File: src/shs_pkg.sv
`timescale 1ns / 1ps
// Shared types, constants and round functions of the SHA-256 stream hasher.
// Depends on nothing; the design modules and the testbench files import it.
package shs_pkg;

  // Input action codes.
  localparam logic ACT_ABSORB = 1'b0;
  localparam logic ACT_FINISH = 1'b1;

  localparam logic [5:0] LEN_POS    = 6'd56;
  localparam logic [5:0] BLOCK_LAST = 6'd63;
  localparam logic [7:0] PAD_BYTE   = 8'h80;
  localparam logic [6:0] ROUND_LAST = 7'd64;
  localparam logic [2:0] WORD_LAST  = 3'd7;
  localparam logic [63:0] BYTE_BITS = 64'd8;

  localparam logic [31:0] ROUND_K [64] = '{
    32'h428a2f98, 32'h71374491, 32'hb5c0fbcf, 32'he9b5dba5,
    32'h3956c25b, 32'h59f111f1, 32'h923f82a4, 32'hab1c5ed5,
    32'hd807aa98, 32'h12835b01, 32'h243185be, 32'h550c7dc3,
    32'h72be5d74, 32'h80deb1fe, 32'h9bdc06a7, 32'hc19bf174,
    32'he49b69c1, 32'hefbe4786, 32'h0fc19dc6, 32'h240ca1cc,
    32'h2de92c6f, 32'h4a7484aa, 32'h5cb0a9dc, 32'h76f988da,
    32'h983e5152, 32'ha831c66d, 32'hb00327c8, 32'hbf597fc7,
    32'hc6e00bf3, 32'hd5a79147, 32'h06ca6351, 32'h14292967,
    32'h27b70a85, 32'h2e1b2138, 32'h4d2c6dfc, 32'h53380d13,
    32'h650a7354, 32'h766a0abb, 32'h81c2c92e, 32'h92722c85,
    32'ha2bfe8a1, 32'ha81a664b, 32'hc24b8b70, 32'hc76c51a3,
    32'hd192e819, 32'hd6990624, 32'hf40e3585, 32'h106aa070,
    32'h19a4c116, 32'h1e376c08, 32'h2748774c, 32'h34b0bcb5,
    32'h391c0cb3, 32'h4ed8aa4a, 32'h5b9cca4f, 32'h682e6ff3,
    32'h748f82ee, 32'h78a5636f, 32'h84c87814, 32'h8cc70208,
    32'h90befffa, 32'ha4506ceb, 32'hbef9a3f7, 32'hc67178f2
  };

  localparam logic [31:0] HASH_IV [8] = '{
    32'h6a09e667, 32'hbb67ae85, 32'h3c6ef372, 32'ha54ff53a,
    32'h510e527f, 32'h9b05688c, 32'h1f83d9ab, 32'h5be0cd19
  };

  typedef enum logic [1:0] {
    S_IDLE,
    S_HASH,
    S_FOLD,
    S_EMIT
  } state_t;

  // What a compression pass sees: a full data block, data with the pad byte
  // and the length, data with the pad byte only, or the length alone.
  typedef enum logic [1:0] {
    BLK_FULL,
    BLK_PAD_LEN,
    BLK_PAD,
    BLK_LEN
  } blk_kind_t;

  typedef struct packed {
    logic        wr_byte;
    logic [5:0]  wr_pos;
    logic [7:0]  wr_data;
    logic        sched_en;
    logic [5:0]  t;
    blk_kind_t   kind;
    logic [5:0]  fill;
    logic [63:0] total_bits;
  } sched_ctl_t;

  typedef struct packed {
    logic       init_work;
    logic       round_en;
    logic [5:0] round_t;
    logic       fold;
    logic       shift_out;
    logic       reload_iv;
  } round_ctl_t;

  function automatic logic [31:0] big_sigma0(input logic [31:0] x);
    return {x[1:0], x[31:2]} ^ {x[12:0], x[31:13]} ^ {x[21:0], x[31:22]};
  endfunction

  function automatic logic [31:0] big_sigma1(input logic [31:0] x);
    return {x[5:0], x[31:6]} ^ {x[10:0], x[31:11]} ^ {x[24:0], x[31:25]};
  endfunction

  function automatic logic [31:0] small_sigma0(input logic [31:0] x);
    return {x[6:0], x[31:7]} ^ {x[17:0], x[31:18]} ^ {3'b000, x[31:3]};
  endfunction

  function automatic logic [31:0] small_sigma1(input logic [31:0] x);
    return {x[16:0], x[31:17]} ^ {x[18:0], x[31:19]} ^ {10'd0, x[31:10]};
  endfunction

endpackage

File: src/shs_in_if.sv
`timescale 1ns / 1ps
// Input channel of the SHA-256 stream hasher: one word per handshake.
// Depends on nothing.
interface shs_in_if;
  logic       valid;
  logic       ready;
  logic       action;
  logic [7:0] msg_byte;

  modport source (output valid, output action, output msg_byte, input ready);
  modport sink (input valid, input action, input msg_byte, output ready);
endinterface

File: src/shs_out_if.sv
`timescale 1ns / 1ps
// Output channel of the SHA-256 stream hasher: one digest word per handshake.
// Depends on nothing.
interface shs_out_if;
  logic        valid;
  logic        ready;
  logic [31:0] digest_word;
  logic [2:0]  word_index;
  logic        last_word;

  modport source (output valid, output digest_word, output word_index,
                  output last_word, input ready);
  modport sink (input valid, input digest_word, input word_index,
                input last_word, output ready);
endinterface

File: src/shs_sched.sv
`timescale 1ns / 1ps
// Block buffer and message schedule: sixteen word window, padding insertion.
// Depends on shs_pkg.
module shs_sched (
  input  logic               clk,
  input  shs_pkg::sched_ctl_t ctl,
  output logic [31:0]        w_out
);
  import shs_pkg::*;

  logic [31:0] win [16];
  logic [31:0] w_reg;
  logic [31:0] w_fix;
  logic [31:0] w_exp;
  logic [31:0] w_new;
  logic [5:0]  bpos;
  logic [7:0]  raw;
  logic        has_pad;

  // Except in a full block, bytes beyond the fill level are stale and get replaced by padding.
  always_comb begin
    has_pad = (ctl.kind == BLK_PAD) || (ctl.kind == BLK_PAD_LEN);
    bpos    = '0;
    raw     = '0;
    w_fix   = '0;
    for (int l = 0; l < 4; l++) begin
      bpos = {ctl.t[3:0], 2'(l)};
      raw  = win[0][31 - 8 * l -: 8];
      if (ctl.kind == BLK_FULL || (has_pad && bpos < ctl.fill)) begin
        w_fix[31 - 8 * l -: 8] = raw;
      end else if (has_pad && bpos == ctl.fill) begin
        w_fix[31 - 8 * l -: 8] = PAD_BYTE;
      end else begin
        w_fix[31 - 8 * l -: 8] = 8'h00;
      end
    end
    if (ctl.kind == BLK_LEN || ctl.kind == BLK_PAD_LEN) begin
      if (ctl.t[3:0] == 4'd14) begin
        w_fix = ctl.total_bits[63:32];
      end else if (ctl.t[3:0] == 4'd15) begin
        w_fix = ctl.total_bits[31:0];
      end
    end
  end

  assign w_exp = small_sigma1(win[14]) + win[9] + small_sigma0(win[1]) + win[0];
  assign w_new = (ctl.t[5:4] == 2'b00) ? w_fix : w_exp;

  always_ff @(posedge clk) begin
    if (ctl.sched_en) begin
      w_reg <= w_new;
      for (int i = 0; i < 15; i++) begin
        win[i] <= win[i + 1];
      end
      win[15] <= w_new;
    end else if (ctl.wr_byte) begin
      win[ctl.wr_pos[5:2]][{~ctl.wr_pos[1:0], 3'b000} +: 8] <= ctl.wr_data;
    end
  end

  assign w_out = w_reg;

endmodule

File: src/shs_round.sv
`timescale 1ns / 1ps
// Shared round unit with the working variables and the eight hash words.
// Depends on shs_pkg.
module shs_round (
  input  logic               clk,
  input  logic               rst,
  input  shs_pkg::round_ctl_t ctl,
  input  logic [31:0]        w_in,
  output logic [31:0]        digest_word
);
  import shs_pkg::*;

  logic [31:0] hv [8];
  logic [31:0] wv [8];
  logic [31:0] t1;
  logic [31:0] t2;
  logic [31:0] choose;
  logic [31:0] major;

  always_comb begin
    choose = (wv[4] & wv[5]) ^ (~wv[4] & wv[6]);
    major  = (wv[0] & wv[1]) ^ (wv[0] & wv[2]) ^ (wv[1] & wv[2]);
    t1     = wv[7] + big_sigma1(wv[4]) + choose + ROUND_K[ctl.round_t] + w_in;
    t2     = big_sigma0(wv[0]) + major;
  end

  always_ff @(posedge clk) begin
    if (rst || ctl.reload_iv) begin
      hv <= HASH_IV;
    end else if (ctl.fold) begin
      for (int i = 0; i < 8; i++) begin
        hv[i] <= hv[i] + wv[i];
      end
    end else if (ctl.shift_out) begin
      for (int i = 0; i < 7; i++) begin
        hv[i] <= hv[i + 1];
      end
      hv[7] <= hv[0];
    end
  end

  always_ff @(posedge clk) begin
    if (ctl.init_work) begin
      wv <= hv;
    end else if (ctl.round_en) begin
      wv[7] <= wv[6];
      wv[6] <= wv[5];
      wv[5] <= wv[4];
      wv[4] <= wv[3] + t1;
      wv[3] <= wv[2];
      wv[2] <= wv[1];
      wv[1] <= wv[0];
      wv[0] <= t1 + t2;
    end
  end

  assign digest_word = hv[0];

endmodule

File: src/shs_ctrl.sv
`timescale 1ns / 1ps
// Sequencer: fill level, bit length, round counter and digest word counter.
// Depends on shs_pkg.
module shs_ctrl (
  input  logic                clk,
  input  logic                rst,
  input  logic                in_valid,
  input  logic                action,
  input  logic [7:0]          msg_byte,
  output logic                in_ready,
  output logic                out_valid,
  input  logic                out_ready,
  output logic [2:0]          word_index,
  output logic                last_word,
  output shs_pkg::sched_ctl_t sched_ctl,
  output shs_pkg::round_ctl_t round_ctl
);
  import shs_pkg::*;

  state_t      state;
  state_t      state_next;
  blk_kind_t   kind;
  logic [6:0]  cnt;
  logic [5:0]  fill;
  logic [63:0] total_bits;
  logic [2:0]  idx;
  logic        in_acc;
  logic        out_acc;
  logic        emit_done;

  assign in_acc    = in_valid && (state == S_IDLE);
  assign out_acc   = out_ready && (state == S_EMIT);
  assign emit_done = out_acc && (idx == WORD_LAST);

  always_comb begin
    state_next = state;
    unique case (state)
      S_IDLE: begin
        if (in_acc && (action == ACT_FINISH || fill == BLOCK_LAST)) begin
          state_next = S_HASH;
        end
      end
      S_HASH: begin
        if (cnt == ROUND_LAST) begin
          state_next = S_FOLD;
        end
      end
      S_FOLD: begin
        unique case (kind) inside
          BLK_FULL:          state_next = S_IDLE;
          BLK_PAD:           state_next = S_HASH;
          BLK_PAD_LEN, BLK_LEN: state_next = S_EMIT;
          default:           state_next = S_IDLE;
        endcase
      end
      S_EMIT: begin
        if (emit_done) begin
          state_next = S_IDLE;
        end
      end
      default: state_next = S_IDLE;
    endcase
  end

  always_comb begin
    in_ready   = (state == S_IDLE);
    out_valid  = (state == S_EMIT);
    word_index = idx;
    last_word  = (idx == WORD_LAST);

    sched_ctl.wr_byte    = in_acc && (action == ACT_ABSORB);
    sched_ctl.wr_pos     = fill;
    sched_ctl.wr_data    = msg_byte;
    sched_ctl.sched_en   = (state == S_HASH) && !cnt[6];
    sched_ctl.t          = cnt[5:0];
    sched_ctl.kind       = kind;
    sched_ctl.fill       = fill;
    sched_ctl.total_bits = total_bits;

    round_ctl.init_work = (state == S_HASH) && (cnt == '0);
    round_ctl.round_en  = (state == S_HASH) && (cnt != '0);
    round_ctl.round_t   = cnt[5:0] - 6'd1;
    round_ctl.fold      = (state == S_FOLD);
    round_ctl.shift_out = out_acc;
    round_ctl.reload_iv = emit_done;
  end

  always_ff @(posedge clk) begin
    if (rst) begin
      state      <= S_IDLE;
      kind       <= BLK_FULL;
      cnt        <= '0;
      fill       <= '0;
      total_bits <= '0;
      idx        <= '0;
    end else begin
      state <= state_next;
      cnt   <= (state == S_HASH) ? cnt + 7'd1 : '0;
      idx   <= (state == S_EMIT) ? idx + {2'b00, out_acc} : '0;
      if (in_acc) begin
        if (action == ACT_ABSORB) begin
          fill       <= fill + 6'd1;
          total_bits <= total_bits + BYTE_BITS;
          kind       <= BLK_FULL;
        end else begin
          kind <= (fill < LEN_POS) ? BLK_PAD_LEN : BLK_PAD;
        end
      end else if (state == S_FOLD && kind == BLK_PAD) begin
        kind <= BLK_LEN;
      end else if (emit_done) begin
        fill       <= '0;
        total_bits <= '0;
      end
    end
  end

endmodule

File: src/sha256_stream_hasher_top.sv
`timescale 1ns / 1ps
// SHA-256 stream hasher. An absorb word holds off the input only when it completes a
// 64-byte block, while the single shared round unit runs a schedule lead-in step and
// the 64 rounds, one round per cycle, and a fold step then adds the working variables
// into the hash. A finish word pads the message in flight (no buffer sweep) and takes
// one compression pass when fewer than 56 bytes are buffered and two passes otherwise,
// after which the eight digest words leave H0 first, one per output handshake, with
// word_index counting 0 to 7 and last_word on the eighth. The input is not ready
// from the acceptance of a block-completing word until its fold is done, nor from
// the acceptance of a finish word until the last digest word has been taken; the
// block then starts the next message from the initial hash state.
// Depends on shs_pkg, shs_in_if, shs_out_if, shs_ctrl, shs_sched and shs_round.
module sha256_stream_hasher_top (
  input logic       clk,
  input logic       rst,
  shs_in_if.sink    msg_in,
  shs_out_if.source digest_out
);
  import shs_pkg::*;

  sched_ctl_t  sched_ctl;
  round_ctl_t  round_ctl;
  logic [31:0] w_cur;

  // Sequencer: owns the handshakes, the fill level and the message length.
  shs_ctrl u_ctrl (
    .clk        (clk),
    .rst        (rst),
    .in_valid   (msg_in.valid),
    .action     (msg_in.action),
    .msg_byte   (msg_in.msg_byte),
    .in_ready   (msg_in.ready),
    .out_valid  (digest_out.valid),
    .out_ready  (digest_out.ready),
    .word_index (digest_out.word_index),
    .last_word  (digest_out.last_word),
    .sched_ctl  (sched_ctl),
    .round_ctl  (round_ctl)
  );

  // Block buffer that doubles as the schedule window; it inserts the padding
  // and the length words as the block streams out.
  shs_sched u_sched (
    .clk   (clk),
    .ctl   (sched_ctl),
    .w_out (w_cur)
  );

  // The round unit; the hash words rotate through its first word while the
  // digest is read out.
  shs_round u_round (
    .clk         (clk),
    .rst         (rst),
    .ctl         (round_ctl),
    .w_in        (w_cur),
    .digest_word (digest_out.digest_word)
  );

  // The input is never taken while a digest is being delivered.
  assert property (@(posedge clk) disable iff (rst)
    !(msg_in.ready && digest_out.valid))
    else $error("input ready while digest words are pending");

  // A finish word always starts compression work.
  assert property (@(posedge clk) disable iff (rst)
    (msg_in.valid && msg_in.ready && msg_in.action == ACT_FINISH)
    |=> (!msg_in.ready && !digest_out.valid))
    else $error("finish word did not start compression");

  // Digest words leave in order.
  assert property (@(posedge clk) disable iff (rst)
    (digest_out.valid && digest_out.ready && !digest_out.last_word)
    |=> (digest_out.valid && digest_out.word_index == $past(digest_out.word_index) + 3'd1))
    else $error("digest word index out of sequence");

  // After the last digest word the block is free for the next message.
  assert property (@(posedge clk) disable iff (rst)
    (digest_out.valid && digest_out.ready && digest_out.last_word)
    |=> (msg_in.ready && !digest_out.valid))
    else $error("block not idle after the last digest word");

endmodule

File: src/flat_wrapper.sv
// flat-port wrapper written by rule: the top's interface ports become plain ports
module sha256_stream_hasher_top_flat import shs_pkg::*;
  (clk, rst, msg_in_valid, msg_in_action, msg_in_msg_byte, msg_in_ready, digest_out_valid, digest_out_digest_word, digest_out_word_index, digest_out_last_word, digest_out_ready);
  shs_in_if msg_in_i ();
  shs_out_if digest_out_i ();
  input logic clk;
  input logic rst;
  input wire logic [$bits(msg_in_i.valid)-1:0] msg_in_valid;
  input wire logic [$bits(msg_in_i.action)-1:0] msg_in_action;
  input wire logic [$bits(msg_in_i.msg_byte)-1:0] msg_in_msg_byte;
  output wire logic [$bits(msg_in_i.ready)-1:0] msg_in_ready;
  output wire logic [$bits(digest_out_i.valid)-1:0] digest_out_valid;
  output wire logic [$bits(digest_out_i.digest_word)-1:0] digest_out_digest_word;
  output wire logic [$bits(digest_out_i.word_index)-1:0] digest_out_word_index;
  output wire logic [$bits(digest_out_i.last_word)-1:0] digest_out_last_word;
  input wire logic [$bits(digest_out_i.ready)-1:0] digest_out_ready;
  assign msg_in_i.valid = msg_in_valid;
  assign msg_in_i.action = msg_in_action;
  assign msg_in_i.msg_byte = msg_in_msg_byte;
  assign msg_in_ready = msg_in_i.ready;
  assign digest_out_valid = digest_out_i.valid;
  assign digest_out_digest_word = digest_out_i.digest_word;
  assign digest_out_word_index = digest_out_i.word_index;
  assign digest_out_last_word = digest_out_i.last_word;
  assign digest_out_i.ready = digest_out_ready;
  sha256_stream_hasher_top u_core (.clk(clk), .rst(rst), .msg_in(msg_in_i), .digest_out(digest_out_i));
endmodule
File: config.mk
export PLATFORM = sky130hd
export DESIGN_NAME = sha256_stream_hasher_top_flat
export DESIGN_NICKNAME = d
export VERILOG_FILES = /design/src/shs_pkg.sv /design/src/shs_in_if.sv /design/src/shs_out_if.sv /design/src/shs_sched.sv /design/src/shs_round.sv /design/src/shs_ctrl.sv /design/src/sha256_stream_hasher_top.sv /design/src/flat_wrapper.sv
export SDC_FILE = /design/constraint.sdc
export NUM_CORES = 2
export LEC_CHECK = 0
export BUFFER_PORTS_ARGS = -buffer_cell sky130_fd_sc_hd__buf_2
export CAP_MARGIN = 25
export CORE_UTILIZATION = 40
export CTS_CLUSTER_DIAMETER = 40
export DETAILED_ROUTE_END_ITERATION = 8
export GPL_ROUTABILITY_DRIVEN = 1
export PLACE_DENSITY = 0.56
export SYNTH_ARGS = -nofsm -noshare
export SYNTH_HDL_FRONTEND = slang
export SYNTH_SLANG_ARGS = --single-unit
File: constraint.sdc
create_clock -name clk -period 24.6 [get_ports clk]
set_input_delay 4.92 -clock clk [delete_from_list [all_inputs] [get_ports clk]]
set_output_delay 4.92 -clock clk [all_outputs]
set_load 0.02 [all_outputs]
==> flow_results.org <==
** Timing
- Hold violation count in the final report :: 0
- After layout, the worst path uses slightly above 50% of the clock period.
- Final TNS setup :: 0 ns
- Number of pins exceeding their max-slew limit in the final report :: 0
- Setup slack after layout :: 12.18 ns
- Headroom to the max-slew limit came out at 20.4%.
- Setup repair after global routing left no endpoint under its margin.
- Worst Tran Pin Value :: 1.19 ns
- Highest attainable clock frequency :: 80.5 MHz
- The worst path needs around 12 ns of the cycle, external delays included.
- Final-report setup violation count :: 0
- Between clock sinks in the finished design, the worst skew comes to 0.0725 ns.

** Logic synthesis
- After synthesis the cells add up to 76600 um^2.
- Synthesis inferred 1137 register bits.
- Summed over all instances, the cell type with the most area after synthesis is sky130_fd_sc_hd__edfxtp_1.
- The synthesized netlist devotes 18.9% of its cell area to compound gates.
- Number of synthesis warnings :: 0
- Multiplexer cells account for 0.871% of the synthesized area.
- The most used flip-flop cell after synthesis is sky130_fd_sc_hd__edfxtp_1.
- For this run, asynchronously set or reset flops after synthesis account for 0%.
- Proportion of synthesized chip area in sequential cells :: 40.2%
- Counting distinct cell types in the post-synthesis netlist gives roughly 100.
- After synthesis, the largest family of logic cells by area is compound AO/OA/AOI/OAI gates.
- Synthesized instance count :: 8770
- Syn Area/Cell :: about 8.7 um^2
- Counting every net in the synthesized netlist gives between 9000 and 10000.
- Yosys attributes the largest share of cell area to sky130_fd_sc_hd__edfxtp_1 31%, sky130_fd_sc_hd__nand2_1 10%, sky130_fd_sc_hd__dfxtp_1 8.8%.
- Number of flops mapped to enable cells by yosys :: 800
- Post-synthesis share of cell area spent on and, or, nand and nor gates :: between 10% and 20%
- Share of Yosys cell area claimed by the top area cell type :: 31.4%
- Share of synthesized cell area in full adder, half adder and majority cells :: 11.8%
- Xor/xnor share of the synthesized area :: between 7 and 8%

** CTS
- In this run, post-CTS hold repair placed 0 buffers.
- The root buffer cell chosen for the clock tree is sky130_fd_sc_hd__clkbuf_16.
- After clock tree synthesis, the setup repair step added 0 buffers.
- Register clock-pin slew on the reported worst setup and hold paths :: 0.05 ns
- In this run, CTS created clock tree buffers numbering around 210.
- TritonCTS clock tree :: yes
- The H-tree was split into 4 levels.
- Gates resized during post-CTS repair numbered 0.
- Number of clock sinks :: 1137
- The longest clock path from root to sink contains 3 buffers.
- Clock insertion delay at the later pin of the skew report :: 0.88 ns

** Critical path
- The critical path contains buffers and inverters numbering 8 combined.
- Data arrives at the worst endpoint at 13.01 ns.
- STA puts the critical path data required time at 25.18 ns.
- Worst path depth :: 39
- Among the stages of the critical path, the cell type that occurs most often is sky130_fd_sc_hd__inv_1.
- Startpoint-to-endpoint class of the critical path :: reg -> reg
- Family of cells with the greatest summed delay on the critical path :: compound AO/OA/AOI/OAI gates
- The slowest stage of the critical path belongs to the cell sky130_fd_sc_hd__ha_1.
- Endpoint class of the critical path :: register
- Of all nets on the critical path, the largest fanout is 69.
- For the worst flop-to-flop path, the logic depth is 39.
- CP peak stage delay :: 0.68 ns
- Critical path launch point type :: register

** Placement
- Inst Count DP :: 10900
- Post-placement worst setup slack :: approximately 13 ns
- At the end of routability-driven placement, the weighted congestion stood at 0.998.
- I/O Buffers :: 50
- Summed over all nets, the half-perimeter wirelength after detailed placement is about 190000 um.

** Global routing
- For this run the aggregate overflow at the end of global routing stands at 0.
- Wire length of the first global-routing pass :: 401000 um
- In the global route stage, overall resource usage came out at 27.6%.
- Maximum number of pins on one net before global-route repair :: 142
- Initial antenna violation count :: 8
- Number of global-route vias before repair :: 60800

** Floorplanning
- I/O pin cnt :: 51
- Overall die area :: 193000 um^2
- Die Width :: 440 um
- Die Y-Extent :: about 440 um
- Std-Cell Rows :: between 150 and 200
- For this configuration, the core starts out at a cell density of 40.3%.
- The total area inside the core boundary comes to 190000 um^2.

** Route
- After detailed routing, the total wire length is 272000 um.
- Total via count in the routed design :: roughly 65000
- Routed len/inst :: 24.0 um
- In the routed design, unresolved DRC markers number 0.
- Post-detailed-route via-to-cell ratio :: 5.78
- Starting DRC count in detailed routing :: 7110
- The first detailed-routing pass took 6 iterations.
- Post-route ant nets :: 0

** Cells and area
- Compared with the post-synthesis result, the final layout area differs by 13.0%.
- The library cell used most frequently in the layout, excluding fill and tap cells, is sky130_fd_sc_hd__nand2_1.
- Layout cells sized above 1 :: 6.86%
- Leaving out fill and tap cells, the most frequent cells in the layout are 2031 x sky130_fd_sc_hd__nand2_1, 877 x sky130_fd_sc_hd__o21ai_0, 800 x sky130_fd_sc_hd__edfxtp_1, 653 x sky130_fd_sc_hd__a21oi_1, 435 x sky130_fd_sc_hd__nor2_1.
- Final instance count without filler cells :: 11300
- Count of nets after finishing :: 9240

** Outcome
- The flow ran to the end, and the final reports show no timing, DRC or antenna violations.

** Min path
- Hold-critical path depth :: 2
- HP Class :: reg -> reg

** Run
- Max-cap violations in this run came to 0.
-- through the flow --
stage               hold WS [ns]  util, %  area [um^2]
CTS                        0.479     45.5        86500
global route               0.524     45.5        86600
global placement           0.484     41.5        78900
floorplan                  0.458        -        76600
detailed placement         0.493     41.5        78900
finish                     0.486     45.5        86600
-- registers in the layout, indices dropped and copies added, names as in the netlist --
signal and cells:
u_core.u_ctrl.cnt 7, u_core.u_ctrl.fill 6, u_core.u_ctrl.kind 2, u_core.u_ctrl.state 2, u_core.u_ctrl.total_bits 61, u_core.u_ctrl.word_index 3
u_core.u_round.digest_word 32, u_core.u_round.hv 224, u_core.u_round.wv 256, u_core.u_sched.w_out 32, u_core.u_sched.win 512
-- layout make-up --
type	count	area, um^2
multi-input combinational	6748	42600
antenna	2	5.00
fill	18400	104000
timing repair buffer	156	1110
tap	2511	3140
clock buffer	252	5650
clock inverter	151	1890
sequential	1137	30800
inverter	371	1410
-- final timing paths --
check,endpoint,from,slack (ns)
max,u_core.u_round.wv[255],u_core.u_ctrl.cnt[0],12.18
max reg2reg,u_core.u_round.wv[255],u_core.u_ctrl.cnt[0],12.18
min reg2reg,u_core.u_sched.win[12][6],u_core.u_sched.win[13][6],0.49
min,u_core.u_sched.win[12][6],u_core.u_sched.win[13][6],0.49
-- tightest hold or removal path, stage by stage, from the launching register on --
cell and delay, ns:
sky130_fd_sc_hd__edfxtp_1 0.32, sky130_fd_sc_hd__nand2_1 0.04, sky130_fd_sc_hd__o21ai_0 0.05
-- cell usage after synthesis (all sizes together) (141+ instances only) --
library cell and count:
nand2 2033, o21ai 920, edfxtp 800, a21oi 655, clkbuf 452, nor2 442
ha 407, xnor2 395, inv 367, dfxtp 337, xor2 236, a21o 213
fa 195, nand3 141
-- cells by family after synthesis --
logic type                 after synthesis
and+or+nand+nor                       3044
AOI/OAI and AO/OA                     2402
DFF                                   1137
buffers and inverters                  885
xor gates and xnor gates               631
adders and majority gates              605
muxes                                   66
-- layer usage --
layer	wire (um)	part of all wire [%]	GRT usage, %	vias up
met4	8450	3.1	9.19	2
met2	117000	43	40.9	2713
met3	24800	9.1	6.19	467
li1	-	-	-	30400
met1	122000	45	39.4	31800
met5	7	0.0026	0	-
Power is not shown: default switching activity piles up to over one toggle a cycle in this logic, so the estimate is an artifact.
